$ cat src/rtl/core/swcd_pkg.sv
// Shared types, constants and the CRC-8 function of the sensor word decoder.
package swcd_pkg;

  localparam logic [7:0]  CRC_INIT     = 8'hFF;
  localparam logic [7:0]  CRC_POLY     = 8'h31;
  localparam logic [7:0]  TEMP_SCALE   = 8'd175;
  localparam logic [16:0] TEMP_DIVISOR = 17'd65535;
  localparam logic [25:0] FRAC_ROUND   = 26'd32767;
  localparam logic [9:0]  MILLI        = 10'd1000;
  localparam logic [17:0] TEMP_OFFSET  = 18'd45000;

  localparam logic [2:0] IDX_FIRST_CRC  = 3'd2;
  localparam logic [2:0] IDX_SECOND_HI  = 3'd3;
  localparam logic [2:0] IDX_SECOND_CRC = 3'd5;

  localparam logic KIND_TEMP   = 1'b0;
  localparam logic KIND_SERIAL = 1'b1;

  typedef struct packed {
    logic        bad;
    logic        serial;
    logic [31:0] word;
  } job_t;

  typedef enum logic [2:0] {
    BK_IDLE,
    BK_MUL,
    BK_DIV_WHOLE,
    BK_SCALE,
    BK_DIV_FRAC,
    BK_FINISH
  } back_state_e;

  function automatic logic [7:0] crc8_byte(logic [7:0] crc, logic [7:0] data);
    logic [7:0] c;
    c = crc ^ data;
    for (int i = 0; i < 8; i++) begin
      c = c[7] ? ((c << 1) ^ CRC_POLY) : (c << 1);
    end
    return c;
  endfunction

endpackage

$ cat src/rtl/core/swcd_in_if.sv
// Byte input channel with valid/ready handshake.
interface swcd_in_if;
  logic       valid;
  logic       ready;
  logic [7:0] rx_byte;
  logic       frame_start;

  modport source (output valid, output rx_byte, output frame_start, input ready);
  modport sink (input valid, input rx_byte, input frame_start, output ready);
endinterface

$ cat src/rtl/core/swcd_out_if.sv
// Result output channel with valid/ready handshake.
interface swcd_out_if;
  logic               valid;
  logic               ready;
  logic               status;
  logic signed [17:0] temperature_milli_c;
  logic [31:0]        serial_word;

  modport source (output valid, output status, output temperature_milli_c,
                  output serial_word, input ready);
  modport sink (input valid, input status, input temperature_milli_c,
                input serial_word, output ready);
endinterface

$ cat src/rtl/core/swcd_front.sv
// Front end: frames the bytes, checks word CRCs and issues one job per frame.
module swcd_front
  import swcd_pkg::*;
(
  input  logic      clk_i,
  input  logic      rst_ni,
  swcd_in_if.sink   rx_i,
  input  logic      frame_kind_i,
  input  logic      full_i,
  output logic      push_o,
  output job_t      job_o
);

  logic [2:0]  byte_idx_q, byte_idx_d;
  logic [7:0]  crc_q, crc_d;
  logic [15:0] word_q, word_d;
  logic [15:0] first_word_q, first_word_d;
  logic        first_good_q, first_good_d;
  logic        done_q, done_d;

  logic        accept;
  logic        active;
  logic [2:0]  idx;
  logic [7:0]  crc;
  logic [15:0] wrd;
  logic [15:0] fword;
  logic        fgood;
  logic        good;

  assign rx_i.ready = !full_i;
  assign accept     = rx_i.valid && rx_i.ready;
  assign active     = rx_i.frame_start || !done_q;

  always_comb begin
    idx   = rx_i.frame_start ? 3'd0 : byte_idx_q;
    crc   = rx_i.frame_start ? CRC_INIT : crc_q;
    wrd   = rx_i.frame_start ? 16'd0 : word_q;
    fword = rx_i.frame_start ? 16'd0 : first_word_q;
    fgood = rx_i.frame_start ? 1'b0 : first_good_q;
    good  = (crc == rx_i.rx_byte);

    byte_idx_d   = byte_idx_q;
    crc_d        = crc_q;
    word_d       = word_q;
    first_word_d = first_word_q;
    first_good_d = first_good_q;
    done_d       = done_q;
    push_o       = 1'b0;
    job_o        = '{bad: 1'b0, serial: frame_kind_i, word: {fword, wrd}};

    if (accept && active) begin
      byte_idx_d   = idx;
      crc_d        = crc;
      word_d       = wrd;
      first_word_d = fword;
      first_good_d = fgood;
      done_d       = 1'b0;
      if (idx != IDX_FIRST_CRC && idx != IDX_SECOND_CRC) begin
        crc_d      = crc8_byte(crc, rx_i.rx_byte);
        word_d     = {wrd[7:0], rx_i.rx_byte};
        byte_idx_d = idx + 3'd1;
      end else if (idx == IDX_FIRST_CRC && frame_kind_i == KIND_SERIAL) begin
        crc_d        = CRC_INIT;
        first_word_d = wrd;
        first_good_d = good;
        word_d       = 16'd0;
        byte_idx_d   = IDX_SECOND_HI;
      end else begin
        crc_d      = CRC_INIT;
        push_o     = 1'b1;
        job_o.bad  = !(good && (idx != IDX_SECOND_CRC || fgood));
        done_d     = 1'b1;
        byte_idx_d = 3'd0;
        word_d     = 16'd0;
      end
    end
  end

  always_ff @(posedge clk_i or negedge rst_ni) begin
    if (!rst_ni) begin
      byte_idx_q   <= 3'd0;
      crc_q        <= CRC_INIT;
      word_q       <= 16'd0;
      first_word_q <= 16'd0;
      first_good_q <= 1'b0;
      done_q       <= 1'b1;
    end else begin
      byte_idx_q   <= byte_idx_d;
      crc_q        <= crc_d;
      word_q       <= word_d;
      first_word_q <= first_word_d;
      first_good_q <= first_good_d;
      done_q       <= done_d;
    end
  end

`ifndef SYNTHESIS
  assert property (@(posedge clk_i) disable iff (!rst_ni) push_o |=> done_q)
    else $error("A finished frame did not leave the front end done.");
  assert property (@(posedge clk_i) disable iff (!rst_ni) byte_idx_q <= IDX_SECOND_CRC)
    else $error("Byte position ran past the last CRC byte.");
`endif

endmodule

$ cat src/rtl/core/swcd_queue.sv
// Small job queue between the front end and the conversion back end.
module swcd_queue
  import swcd_pkg::*;
#(
  parameter int unsigned Depth = 2
) (
  input  logic clk_i,
  input  logic rst_ni,
  input  logic push_i,
  input  job_t push_job_i,
  output logic full_o,
  output logic valid_o,
  output job_t job_o,
  input  logic pop_i
);

  localparam int unsigned PtrW = $clog2(Depth);
  localparam int unsigned CntW = $clog2(Depth + 1);

  job_t            mem_q [Depth];
  logic [PtrW-1:0] wr_ptr_q, rd_ptr_q;
  logic [CntW-1:0] cnt_q;
  logic            do_push, do_pop;

  assign full_o  = (cnt_q == CntW'(Depth));
  assign valid_o = (cnt_q != '0);
  assign job_o   = mem_q[rd_ptr_q];
  assign do_push = push_i && !full_o;
  assign do_pop  = pop_i && valid_o;

  always_ff @(posedge clk_i) begin
    if (do_push) begin
      mem_q[wr_ptr_q] <= push_job_i;
    end
  end

  always_ff @(posedge clk_i or negedge rst_ni) begin
    if (!rst_ni) begin
      wr_ptr_q <= '0;
      rd_ptr_q <= '0;
      cnt_q    <= '0;
    end else begin
      if (do_push) begin
        wr_ptr_q <= (wr_ptr_q == PtrW'(Depth - 1)) ? '0 : wr_ptr_q + 1'b1;
      end
      if (do_pop) begin
        rd_ptr_q <= (rd_ptr_q == PtrW'(Depth - 1)) ? '0 : rd_ptr_q + 1'b1;
      end
      if (do_push && !do_pop) begin
        cnt_q <= cnt_q + 1'b1;
      end else if (do_pop && !do_push) begin
        cnt_q <= cnt_q - 1'b1;
      end
    end
  end

`ifndef SYNTHESIS
  assert property (@(posedge clk_i) disable iff (!rst_ni) push_i |-> !full_o)
    else $error("Job pushed into a full queue.");
  assert property (@(posedge clk_i) disable iff (!rst_ni) cnt_q <= CntW'(Depth))
    else $error("Queue fill count exceeds its depth.");
`endif

endmodule

$ cat src/rtl/core/swcd_back.sv
// Back end: converts temperature ticks through its multiply, divide, scale and finish states and holds the result.
module swcd_back
  import swcd_pkg::*;
(
  input  logic      clk_i,
  input  logic      rst_ni,
  input  logic      q_valid_i,
  input  job_t      q_job_i,
  output logic      pop_o,
  swcd_out_if.source res_o
);

  back_state_e state_q, state_d;

  job_t               job_q;
  logic [25:0]        acc_q;
  logic [15:0]        rem_q;
  logic [7:0]         whole_q;
  logic [9:0]         frac_q;
  logic signed [17:0] temp_q;
  logic               emit_pending_q;

  logic               out_valid_q;
  logic               out_status_q;
  logic signed [17:0] out_temp_q;
  logic [31:0]        out_serial_q;

  logic               out_free;
  logic               emit;
  logic [16:0]        fold_sum;
  logic               fold_carry;
  logic [9:0]         fold_quo;
  logic [15:0]        fold_rem;
  logic [23:0]        ticks_prod;
  logic [25:0]        frac_num;
  logic [17:0]        temp_sum;

  // Division by 65535 adds the high part into the low part and corrects once.
  assign out_free   = !out_valid_q || res_o.ready;
  assign fold_sum   = {7'd0, acc_q[25:16]} + {1'b0, acc_q[15:0]};
  assign fold_carry = (fold_sum >= TEMP_DIVISOR);
  assign fold_quo   = acc_q[25:16] + {9'd0, fold_carry};
  assign fold_rem   = fold_carry ? 16'(fold_sum - TEMP_DIVISOR) : fold_sum[15:0];
  assign ticks_prod = 24'(job_q.word[15:0]) * 24'(TEMP_SCALE);
  assign frac_num   = ({10'd0, rem_q} * 26'(MILLI)) + FRAC_ROUND;
  assign temp_sum   = ({10'd0, whole_q} * 18'(MILLI)) + 18'(frac_q) - TEMP_OFFSET;

  always_comb begin
    state_d = state_q;
    case (state_q)
      BK_IDLE: begin
        if (q_valid_i && !emit_pending_q) begin
          state_d = (q_job_i.bad || q_job_i.serial) ? BK_IDLE : BK_MUL;
        end
      end
      BK_MUL:       state_d = BK_DIV_WHOLE;
      BK_DIV_WHOLE: state_d = BK_SCALE;
      BK_SCALE:     state_d = BK_DIV_FRAC;
      BK_DIV_FRAC:  state_d = BK_FINISH;
      BK_FINISH:    state_d = BK_IDLE;
      default:      state_d = BK_IDLE;
    endcase
  end

  always_comb begin
    pop_o = (state_q == BK_IDLE) && q_valid_i && !emit_pending_q;
    emit  = (state_q == BK_IDLE) && emit_pending_q && out_free;
  end

  always_ff @(posedge clk_i) begin
    if (pop_o) begin
      job_q  <= q_job_i;
      temp_q <= '0;
    end
    case (state_q)
      BK_MUL: acc_q <= 26'(ticks_prod);
      BK_DIV_WHOLE: begin
        whole_q <= fold_quo[7:0];
        rem_q   <= fold_rem;
      end
      BK_SCALE:    acc_q <= frac_num;
      BK_DIV_FRAC: frac_q <= fold_quo;
      BK_FINISH:   temp_q <= signed'(temp_sum);
      default: begin
      end
    endcase
    if (emit) begin
      out_status_q <= job_q.bad;
      out_temp_q   <= temp_q;
      out_serial_q <= (!job_q.bad && job_q.serial) ? job_q.word : 32'd0;
    end
  end

  always_ff @(posedge clk_i or negedge rst_ni) begin
    if (!rst_ni) begin
      state_q        <= BK_IDLE;
      emit_pending_q <= 1'b0;
      out_valid_q    <= 1'b0;
    end else begin
      state_q <= state_d;
      if (emit) begin
        emit_pending_q <= 1'b0;
      end else if ((pop_o && (q_job_i.bad || q_job_i.serial)) || state_q == BK_FINISH) begin
        emit_pending_q <= 1'b1;
      end
      if (emit) begin
        out_valid_q <= 1'b1;
      end else if (res_o.ready) begin
        out_valid_q <= 1'b0;
      end
    end
  end

  assign res_o.valid               = out_valid_q;
  assign res_o.status              = out_status_q;
  assign res_o.temperature_milli_c = out_temp_q;
  assign res_o.serial_word         = out_serial_q;

`ifndef SYNTHESIS
  assert property (@(posedge clk_i) disable iff (!rst_ni)
    (out_valid_q && out_status_q) |-> (out_temp_q == '0 && out_serial_q == '0))
    else $error("Failed frame carries a nonzero value.");
  assert property (@(posedge clk_i) disable iff (!rst_ni)
    (state_q == BK_FINISH) |-> (frac_q <= MILLI && whole_q <= TEMP_SCALE))
    else $error("Conversion quotient out of range.");
`endif

endmodule

$ cat src/rtl/core/sensor_word_crc_and_temp_decode.sv
// Top level: sensor response decoder with CRC-8 word checks and temperature conversion.
// Bytes are accepted one per cycle while the job queue has room; the front end never stalls
// a byte otherwise. A frame ends on its last CRC byte: a serial or failed frame gives its
// result via the queue and the back end's output register, a temperature frame also after
// the five-step conversion of the back end. Each job is issued before the next is popped.
// Reset is asynchronous and active low: kind is temperature, and the decoder waits for a start.
module sensor_word_crc_and_temp_decode
  import swcd_pkg::*;
#(
  parameter int unsigned QueueDepth = 2
) (
  input  logic       clk_i,
  input  logic       rst_ni,
  swcd_in_if.sink    rx_i,
  swcd_out_if.source res_o,
  input  logic       cfg_we_i,
  input  logic       cfg_wdata_i
);

  logic kind_q;
  logic push;
  job_t push_job;
  logic full;
  logic q_valid;
  job_t q_job;
  logic pop;

  always_ff @(posedge clk_i or negedge rst_ni) begin
    if (!rst_ni) begin
      kind_q <= KIND_TEMP;
    end else if (cfg_we_i) begin
      kind_q <= cfg_wdata_i;
    end
  end

  swcd_front u_front (
    .clk_i        (clk_i),
    .rst_ni       (rst_ni),
    .rx_i         (rx_i),
    .frame_kind_i (kind_q),
    .full_i       (full),
    .push_o       (push),
    .job_o        (push_job)
  );

  swcd_queue #(
    .Depth (QueueDepth)
  ) u_queue (
    .clk_i      (clk_i),
    .rst_ni     (rst_ni),
    .push_i     (push),
    .push_job_i (push_job),
    .full_o     (full),
    .valid_o    (q_valid),
    .job_o      (q_job),
    .pop_i      (pop)
  );

  swcd_back u_back (
    .clk_i     (clk_i),
    .rst_ni    (rst_ni),
    .q_valid_i (q_valid),
    .q_job_i   (q_job),
    .pop_o     (pop),
    .res_o     (res_o)
  );

endmodule
$ cat src/flat_wrapper.sv
// flat-port wrapper written by rule: the top's interface ports become plain ports
module sensor_word_crc_and_temp_decode_flat import swcd_pkg::*;
#(
  parameter int unsigned QueueDepth = 2
)
  (clk_i, rst_ni, cfg_we_i, cfg_wdata_i, rx_i_valid, rx_i_rx_byte, rx_i_frame_start, rx_i_ready, res_o_valid, res_o_status, res_o_temperature_milli_c, res_o_serial_word, res_o_ready);
  swcd_in_if rx_i_i ();
  swcd_out_if res_o_i ();
  input  logic clk_i;
  input  logic rst_ni;
  input  logic cfg_we_i;
  input  logic cfg_wdata_i;
  input wire logic [$bits(rx_i_i.valid)-1:0] rx_i_valid;
  input wire logic [$bits(rx_i_i.rx_byte)-1:0] rx_i_rx_byte;
  input wire logic [$bits(rx_i_i.frame_start)-1:0] rx_i_frame_start;
  output wire logic [$bits(rx_i_i.ready)-1:0] rx_i_ready;
  output wire logic [$bits(res_o_i.valid)-1:0] res_o_valid;
  output wire logic [$bits(res_o_i.status)-1:0] res_o_status;
  output wire logic [$bits(res_o_i.temperature_milli_c)-1:0] res_o_temperature_milli_c;
  output wire logic [$bits(res_o_i.serial_word)-1:0] res_o_serial_word;
  input wire logic [$bits(res_o_i.ready)-1:0] res_o_ready;
  assign rx_i_i.valid = rx_i_valid;
  assign rx_i_i.rx_byte = rx_i_rx_byte;
  assign rx_i_i.frame_start = rx_i_frame_start;
  assign rx_i_ready = rx_i_i.ready;
  assign res_o_valid = res_o_i.valid;
  assign res_o_status = res_o_i.status;
  assign res_o_temperature_milli_c = res_o_i.temperature_milli_c;
  assign res_o_serial_word = res_o_i.serial_word;
  assign res_o_i.ready = res_o_ready;
  sensor_word_crc_and_temp_decode #(.QueueDepth(QueueDepth)) u_core (.clk_i(clk_i), .rst_ni(rst_ni), .rx_i(rx_i_i), .res_o(res_o_i), .cfg_we_i(cfg_we_i), .cfg_wdata_i(cfg_wdata_i));
endmodule
$ cat config.mk
export PLATFORM = sky130hd
export DESIGN_NAME = sensor_word_crc_and_temp_decode_flat
export DESIGN_NICKNAME = d
export VERILOG_FILES = /design/src/rtl/core/swcd_pkg.sv /design/src/rtl/core/swcd_in_if.sv /design/src/rtl/core/swcd_out_if.sv /design/src/rtl/core/swcd_front.sv /design/src/rtl/core/swcd_queue.sv /design/src/rtl/core/swcd_back.sv /design/src/rtl/core/sensor_word_crc_and_temp_decode.sv /design/src/flat_wrapper.sv
export SDC_FILE = /design/constraint.sdc
export NUM_CORES = 1
export LEC_CHECK = 0
export ABC_AREA = 0
export BUFFER_PORTS_ARGS = -buffer_cell sky130_fd_sc_hd__buf_2
export CELL_PAD_IN_SITES_DETAIL_PLACEMENT = 0
export CELL_PAD_IN_SITES_GLOBAL_PLACEMENT = 1
export CORE_UTILIZATION = 53
export CTS_BUF_LIST = sky130_fd_sc_hd__clkbuf_4
export DETAILED_ROUTE_END_ITERATION = 10
export GPL_ROUTABILITY_DRIVEN = 0
export PLACE_DENSITY_LB_ADDON = 0.1
export RECOVER_POWER = 25
export SKIP_CTS_REPAIR_TIMING = 1
export SLEW_MARGIN = 20
export SYNTH_ARGS = -nofsm -noshare
export SYNTH_HDL_FRONTEND = slang
export SYNTH_SLANG_ARGS = --single-unit
$ cat constraint.sdc
create_clock -name clk_i -period 6.26 [get_ports clk_i]
set_input_delay 1.252 -clock clk_i [delete_from_list [all_inputs] [get_ports clk_i]]
set_output_delay 1.252 -clock clk_i [all_outputs]
set_load 0.03 [all_outputs]
==> flow_metrics.env <==
export IMPL_synth_seq_area_share=0.416
export IMPL_portBuffers=67
export IMPL_timing_setup_tns_ns=0
export IMPL_setup_slack_ns=0.637
export IMPL_die_w_um=196
export IMPL_crit_chain="fa_1 -> fa_1 -> inv_1 -> fa_1 -> fa_1 -> inv_1 -> ha_1 -> o21ai_0 -> o21ai_0 -> nand3_1 -> and2_1 -> o211ai_1 -> nor3b_1 -> and2_1 -> xnor2_1 -> a21oi_1"
export IMPL_crit_top_cell="fa_1"
export IMPL_finalHoldViolations=0
export IMPL_wl_per_cell_um=16.5
export IMPL_skew_ns=0.0694
export IMPL_drive_above_1_share=0.138
export IMPL_dp_hpwl_um=29900
export IMPL_yosysWarningCount=0
export IMPL_synthArstFlopShare=0.192
export IMPL_grt_start_max_net_pins=61
export IMPL_status="finished with violations"
export IMPL_critical_path_required_ns=6.70
export IMPL_crit_fanout=7
export IMPL_die_area_um2=38500
export IMPL_layout_commonest_cell="inv_1"
export IMPL_cts_tree="done"
export IMPL_dp_worst_setup_slack_ns=0.718
export IMPL_final_util=0.591
export IMPL_crit_type="reg -> reg"
export IMPL_ys_seq_elements=286
export IMPL_violations="capacitance limit, slew limit"
export IMPL_postRouteAntennaNets=0
export IMPL_cp_endpoint="u_core.u_back.acc_q[18]"
export IMPL_crit_path_end_kind="register"
export IMPL_initial_core_util=0.542
export IMPL_crit_start="u_core.u_back.rem_q[0]"
export IMPL_netlist_instances=1741
export IMPL_rows=70
export IMPL_cts_path_max_buffers=3
export IMPL_final_cell_mix="inv_1 (234), edfxtp_1 (231), ha_1 (192)"
export IMPL_reg2reg_to="u_core.u_back.acc_q[18]"
export IMPL_clk_latency_ns=0.77
export IMPL_cp_num_buf_inv=2
export IMPL_finalSetupViolCount=0
export IMPL_syn_nets=2079
export IMPL_syn_area_per_cell_um2=11.5
export IMPL_dr_pass1_iters=5
export IMPL_syn_area_um2=20000
export IMPL_nets=2195
export IMPL_antenna_found_initial=2
export IMPL_slew_headroom=-1.05
export IMPL_critical_path_cell_count=16
export IMPL_clk_pin_slew_ns=0.06
export IMPL_crit_path_top_delay_cell="nor3b_1"
export IMPL_grt_pass1_vias=13100
export IMPL_maxCapViolations=4
export IMPL_r2r_setup_slack_ns=0.64
export IMPL_drtIter0Drc=711
export IMPL_tightestPinTransition_ns=3.08
export IMPL_finalMaxSlewViolations=154
export IMPL_period_minus_slack_ns=5.62
export IMPL_critPathMaxStageDelay_ns=0.58
export IMPL_fmax_ghz=0.178
export IMPL_drt_total_wl_um=39900
export IMPL_ff2ff_path_depth=16
export IMPL_hp_class="reg -> reg"
export IMPL_clkSinkCount=286
export IMPL_design_area_um2=21800
export IMPL_rsz0062_at_grt="no"
export IMPL_r2r_start="u_core.u_back.rem_q[0]"
export IMPL_vias=12800
export IMPL_synth_cell_types=83
export IMPL_drc=0
export IMPL_grt_util_all_layers=0.220
export IMPL_root_buffer="clkbuf_4"
export IMPL_area_delta_synth_final_pct=8.95
export IMPL_cp_arrival_ns=6.06
export IMPL_crit_family="adder cells"
export IMPL_ys_flop_type="edfxtp_1"
export IMPL_min_period_over_period=0.898
export IMPL_cts_buffers=77
export IMPL_ios=68
export IMPL_synth_edf_count=231
export IMPL_h_tree_depth=3
export IMPL_gr_total_overflow=0
export IMPL_core_area_um2=36900
export IMPL_crit_path_start_kind="register"
export IMPL_dpl_cell_area_um2=20900
export IMPL_floorplan_die_height_um=196
export IMPL_viasPerCell=5.28
export IMPL_grt_pass1_wl_um=66400
## layer usage
layer | track usage | vias to the layer above | part of all wire
li1 | - | 6298 | -
met1 | 0.286 | 6215 | 0.45
met2 | 0.375 | 202 | 0.49
met3 | 0.0438 | 59 | 0.041
met4 | 0.0602 | 0 | 0.017
met5 | 0 | - | 0
## synth_stat cells, types with 6 or more instances
cell / count / area share
fa_1: 131 / 0.13
o21a_1: 10 / 0.0038
nor2b_1: 30 / 0.0094
a21oi_1: 82 / 0.021
o21ai_0: 52 / 0.013
nand2_1: 77 / 0.014
nor3b_1: 7 / 0.0026
nor3_1: 28 / 0.0070
dfstp_2: 9 / 0.012
a21o_1: 23 / 0.0086
xor2_1: 31 / 0.014
nand3_1: 31 / 0.0078
xnor2_1: 91 / 0.040
nand4_1: 17 / 0.0053
edfxtp_1: 231 / 0.35
and2_1: 48 / 0.015
dfrtp_1: 46 / 0.058
a31oi_1: 6 / 0.0019
and3_1: 22 / 0.0069
mux2i_1: 7 / 0.0035
a311oi_1: 6 / 0.0026
o21bai_1: 10 / 0.0038
a211oi_1: 7 / 0.0026
a22o_1: 9 / 0.0039
or2_2: 7 / 0.0022
nand2b_1: 33 / 0.010
nor2_1: 88 / 0.017
ha_1: 192 / 0.12
or3_1: 7 / 0.0022
mux2_2: 37 / 0.021
clkbuf_1: 35 / 0.0066
a22oi_1: 10 / 0.0038
inv_1: 235 / 0.044
o211ai_1: 7 / 0.0026
## how the worst min path moves through the flow
stage / from / end / slack (ns) / depth (start not counted)
after floorplan: u_core.u_back.temp_q[0] / u_core.u_back.res_o.temperature_milli_c[0] / 0.40 / 0
after global placement: u_core.u_back.temp_q[14] / u_core.u_back.res_o.temperature_milli_c[14] / 0.40 / 0
after detailed placement: u_core.u_back.temp_q[12] / u_core.u_back.res_o.temperature_milli_c[12] / 0.41 / 0
after CTS: u_core.u_back.temp_q[12] / u_core.u_back.res_o.temperature_milli_c[12] / 0.42 / 0
after global routing: u_core.u_back.temp_q[7] / u_core.u_back.res_o.temperature_milli_c[7] / 0.42 / 0
final: u_core.u_back.temp_q[12] / u_core.u_back.res_o.temperature_milli_c[12] / 0.42 / 0
## through the flow
step | cells | hold WS [ns]
finish | 2418 | 0.420
global route | 2415 | 0.422
CTS | 2414 | 0.422
detailed placement | 2282 | 0.407
global placement | 2282 | 0.401
floorplan | 1741 | 0.400
## area by class of cell
type | instances | area, um^2
clock buffers | 106 | 796
multi-input cells | 1178 | 10600
well taps | 504 | 631
clock inverters | 26 | 108
fillers | 3102 | 15100
flip-flops and latches | 286 | 8320
inverters | 235 | 882
diodes | 4 | 10.0
repair buffers | 79 | 410
## sequential cells by signal, summed over array words and instances, names as in the netlist
register,count
u_core.u_front.byte_idx_q,3
u_core.u_back.res_o.serial_word,32
u_core.u_back.whole_q,8
u_core.u_back.emit_pending_q,1
u_core.u_front.crc_q,8
u_core.u_queue.rd_ptr_q,1
u_core.u_front.first_word_q,16
u_core.u_back.rem_q,16
u_core.u_back.state_q,3
u_core.u_back.res_o.valid,1
u_core.u_back.job_q,34
u_core.u_back.frac_q,10
u_core.u_front.word_q,16
u_core.u_back.acc_q,26
u_core.u_front.first_good_q,1
u_core.u_queue.wr_ptr_q,1
u_core.u_queue.mem_q,68
u_core.u_back.res_o.status,1
u_core.u_back.temp_q,18
u_core.kind_q,1
u_core.u_queue.cnt_q,2
u_core.u_front.done_q,1
u_core.u_back.res_o.temperature_milli_c,18
## kinds of logic (layout without fill, tap and decap cells)
family | after synthesis | count (layout) | share of synthesized area
xor gates and xnor gates | 122 | 122 | 0.0535
muxes | 44 | 44 | 0.0244
buffers and inverters | 277 | 446 | 0.0532
DFF | 286 | 286 | 0.416
other | 0 | 4 | 0
and+or+nand+nor | 420 | 420 | 0.111
AOI/OAI and AO/OA | 269 | 269 | 0.0899
adders and majority gates | 323 | 323 | 0.251
Power is not shown: default switching activity piles up to over one toggle a cycle in this logic, so the estimate is an artifact.
